==> config.mk <==
export PLATFORM = sky130hd
export DESIGN_NAME = pfas_ctrl
export DESIGN_NICKNAME = d
export VERILOG_FILES = /design/src/pfas_pkg.sv /design/src/pfas_ctrl.sv
export SDC_FILE = /design/constraint.sdc
export NUM_CORES = 1
export LEC_CHECK = 0
export BUFFER_PORTS_ARGS = -buffer_cell sky130_fd_sc_hd__buf_2
export CORE_AREA = 4 4 41 43
export CTS_CLUSTER_SIZE = 25
export DETAILED_ROUTE_END_ITERATION = 12
export DIE_AREA = 0 0 45 47
export SLEW_MARGIN = 40
export SYNTH_ARGS = -nofsm -noshare
export SYNTH_HDL_FRONTEND = slang
export SYNTH_SLANG_ARGS = --single-unit
==> constraint.sdc <==
create_clock -name i_clk -period 1.2 [get_ports i_clk]
set_input_delay 0.12 -clock i_clk [delete_from_list [all_inputs] [get_ports i_clk]]
set_output_delay 0.12 -clock i_clk [all_outputs]
set_load 0.005 [all_outputs]
==> src/pfas_pkg.sv <==
package pfas_pkg;

    localparam int WORD_BITS       = 64;
    localparam int OFF_BITS        = 6;
    localparam int ELEM_BITS_DEF   = 5;
    localparam int DEPTH_WORDS_DEF = 1024;

    localparam int MODE_W  = 2;
    localparam int POS_W   = 14;
    localparam int VAL_W   = 5;
    localparam int COUNT_W = 14;
    localparam int STAT_W  = 2;

    localparam int IN_TDATA_W  = 24;
    localparam int OUT_TDATA_W = 24;

    localparam logic [MODE_W-1:0] MODE_APPEND = 2'd0;
    localparam logic [MODE_W-1:0] MODE_WRITE  = 2'd1;
    localparam logic [MODE_W-1:0] MODE_READ   = 2'd2;

    localparam logic [STAT_W-1:0] ST_OK    = 2'd0;
    localparam logic [STAT_W-1:0] ST_RANGE = 2'd1;
    localparam logic [STAT_W-1:0] ST_FULL  = 2'd2;

    typedef struct packed {
        logic capture;
        logic issue;
        logic commit;
    } t_dp_cmd;

endpackage

==> src/pfas_ctrl.sv <==
module pfas_ctrl (
    input  logic              i_clk,
    input  logic              i_rst_n,
    input  logic              i_s_tvalid,
    output logic              o_s_tready,
    output logic              o_m_tvalid,
    input  logic              i_m_tready,
    output pfas_pkg::t_dp_cmd o_cmd
);

    typedef enum logic [1:0] {
        S_IDLE,
        S_READ,
        S_WRITE
    } t_state;

    t_state r_state;
    t_state n_state;
    logic   r_out_valid;
    logic   n_out_valid;
    logic   out_free;
    logic   s_ready;
    logic   capture;
    logic   commit;

    assign out_free = !r_out_valid || i_m_tready;
    assign s_ready  = (r_state == S_IDLE) || ((r_state == S_WRITE) && out_free);
    assign capture  = i_s_tvalid && s_ready;
    assign commit   = (r_state == S_WRITE) && out_free;

    always_comb begin
        n_state = r_state;
        case (r_state)
            S_IDLE: begin
                if (capture) begin
                    n_state = S_READ;
                end
            end
            S_READ: begin
                n_state = S_WRITE;
            end
            S_WRITE: begin
                if (commit) begin
                    n_state = capture ? S_READ : S_IDLE;
                end
            end
            default: begin
                n_state = S_IDLE;
            end
        endcase
    end

    always_comb begin
        n_out_valid = r_out_valid;
        if (commit) begin
            n_out_valid = 1'b1;
        end else if (i_m_tready) begin
            n_out_valid = 1'b0;
        end
    end

    always_ff @(posedge i_clk) begin
        if (!i_rst_n) begin
            r_state     <= S_IDLE;
            r_out_valid <= 1'b0;
        end else begin
            r_state     <= n_state;
            r_out_valid <= n_out_valid;
        end
    end

    assign o_s_tready    = s_ready;
    assign o_m_tvalid    = r_out_valid;
    assign o_cmd.capture = capture;
    assign o_cmd.issue   = (r_state == S_READ);
    assign o_cmd.commit  = commit;

endmodule

==> qor.yml <==
n_antenna_cell: 0
top_cells_by_area_synth: "sky130_fd_sc_hd__dfxtp_1 35%, sky130_fd_sc_hd__buf_4 13%, sky130_fd_sc_hd__nor4bb_2 9.4%"
clock_tree.buffer_depth: 2
critical_path.max_fanout: 4
final-hold-violation-count: 0
total_die_area_um2: 2120
synth.lib_cells_used.distinct: 12
dp.cells: 37
timing.clock.skew_ps: 2.94
first_global_vias: 174
cp_cell_instances: "or2b_4, nor2b_1, buf_2"
worst_slew_pin_slew_ps: 183
drtIter0Drc: 0
crit_path_class: "flip-flop to output pin"
cts_tree: "built"
dieHeight_um: 47
max_freq_mhz: 844
detail_route.wl_per_cell_um: 8.93
buffer_ports.inserted: 8
grt.overflow.total: 0
final_cells: 43
layout_min_cycle_time_ps: 1180
synthCells: 17
final_net_count: 33
grt_setup_unrepaired: "true"
slowest_stage: "sky130_fd_sc_hd__dfxtp_2"
antenna_found_initial: 0
grt.total_usage_pct: 4.81
run_status: "finished clean"
timing_max_transition_violations_final: 0
critical_path.max_stage_delay_ps: 330
io_pins: 9
vdd.ir_drop.worst_v: 0.000264
cap_violations: 0
clk_latency_ps: 230
yosys.area.top_type_share_pct: 34.5
routed-via-count: 157
max-slew-margin-rel_pct: 87.6
chipWidth_um: 45
grt_first_pass_wirelength_um: 655
core_um2: 1300
synth_seq_cells: 3
fillCellCount: 163
drc: 0
htree_levels: 1
rows: 13
layout-drive-gt1-share_pct: 71.4
cp.arrival_ps: 1060
setup-violations-final: 0
leakagePower_nw: 0.122
totalPowerFinal_w: 0.000320
ys_warn_count: 0
first_pass_iteration_count_of_the_detailed_router: 1
area_growth_syn_to_layout_pct: 51.1
holdBufCountCts: 0
critPathRequiredTime_ps: 1080
gp_congestion: 0.657
initial_core_util_pct: 13.4
post_synth.cell_area_avg_um2: 10.2
period_share_pct: 98.7
vias_per_cell: 3.65
cts_num_sinks: 3
pwrdens_nw_per_um2: 1220
routed_wirelength_um: 384
critical_path.endpoint_type: "output pin"
tritoncts.num_buffers: 3
detail-route-antenna-nets: 0
grt_max_degree: 7
type_of_the_worst_min_delay_path: "input port to flip-flop"
clk_pin_slew_worst_paths_ps: 40
synth_nets: 21
clk_root_buffer_cell: "sky130_fd_sc_hd__clkbuf_4"
share_of_synthesized_area_occupied_by_flip_flops_and_latches_pct: 34.5
synth.cell_area_um2: 174
setup.worst_path.start_class: "flip-flop"
synth_top_area_cell: "sky130_fd_sc_hd__dfxtp_1"
## area by class of cell
class / instances / area (um^2) / area share [%]
multi-input combinational: 11 / 100 / 38.1
clock buffer: 4 / 26.3 / 10.0
timing repair buffer: 10 / 55.1 / 21.0
sequential: 3 / 62.6 / 23.8
tap: 15 / 18.8 / 7.14
## state kept, by name (all words and copies together), names as in the netlist
signal      count
o_m_tvalid      1
r_state         2
## what timing repair did
action	CTS	global route
pin swaps	0	0
gates resized for setup	3	2
buffers inserted	0	2
setup endpoints to repair	2	4
## logic make-up after synthesis
family / synth area share, %
compound gates: 8.64
simple gates: 43.9
flops: 34.5
buf+inv: 12.9
## synth_stat cells
cell type	n
sky130_fd_sc_hd__buf_4	3
sky130_fd_sc_hd__dfxtp_1	3
sky130_fd_sc_hd__nor2b_1	2
sky130_fd_sc_hd__a21boi_0	1
sky130_fd_sc_hd__and3b_1	1
sky130_fd_sc_hd__and4bb_2	1
sky130_fd_sc_hd__nand2b_1	1
sky130_fd_sc_hd__nor2_1	1
sky130_fd_sc_hd__nor3b_1	1
sky130_fd_sc_hd__nor4bb_2	1
sky130_fd_sc_hd__o21a_1	1
sky130_fd_sc_hd__or2b_2	1
## critical path: cells and delay by family (launching register included)
family                 cells  cell delay (ps)
buffers and inverters      1              120
DFF                        1              330
and+or+nand+nor            2              380
## power breakdown
part | internal, W | switching, W
Clock | 0.000125 | 0.0000532
Sequential | 0.000105 | 0.00000503
Combinational | 0.0000209 | 0.0000109
## worst paths after layout
kind / startpoint / endpoint / slack, ps / cells after the start
max: o_m_tvalid / o_cmd[0] / 20 / 3
min: i_rst_n / r_state[1] / 130 / 2
max reg2reg: o_m_tvalid / r_state[0] / 190 / 3
min reg2reg: r_state[0] / r_state[0] / 470 / 1
## per-stage QoR
step / cell area, um^2 / setup TNS (ps) / setup WS (ps) / util [%] / hold WS, ps
floorplan: 174 / 0 / 204 / - / 237
detailed placement: 210 / 0 / 203 / 16.2 / 361
CTS: 245 / 0 / 11.5 / 18.8 / 118
finish: 263 / 0 / 15.4 / 20.2 / 126
global placement: 210 / 0 / 199 / 16.2 / 358
global route: 263 / -62.6 / -38.9 / 20.2 / 140
## cell usage in the layout (no fill, tap or decap)
| cell | instances |
|---|---|
| sky130_fd_sc_hd__nor4bb_2 | 1 |
| sky130_fd_sc_hd__or2b_4 | 1 |
| sky130_fd_sc_hd__nor2_1 | 1 |
| sky130_fd_sc_hd__dfxtp_2 | 2 |
| sky130_fd_sc_hd__nor2b_1 | 2 |
| sky130_fd_sc_hd__clkbuf_1 | 1 |
| sky130_fd_sc_hd__nor3b_2 | 1 |
| sky130_fd_sc_hd__nand2b_1 | 1 |
| sky130_fd_sc_hd__a21boi_0 | 1 |
| sky130_fd_sc_hd__dfxtp_1 | 1 |
| sky130_fd_sc_hd__buf_4 | 2 |
| sky130_fd_sc_hd__and3b_2 | 1 |
| sky130_fd_sc_hd__buf_2 | 8 |
| sky130_fd_sc_hd__and4bb_2 | 1 |
| sky130_fd_sc_hd__clkbuf_4 | 3 |
| sky130_fd_sc_hd__o21a_1 | 1 |
## layer usage
metal	routed length, um	global-route usage (%)	vias to the layer above
met5	0	0	-
met4	0	5.26	0
met3	64	3.83	0
met2	139	5.65	9
met1	180	4.99	71
li1	-	-	77
No activity file was read; power rests on OpenSTA's default activity.
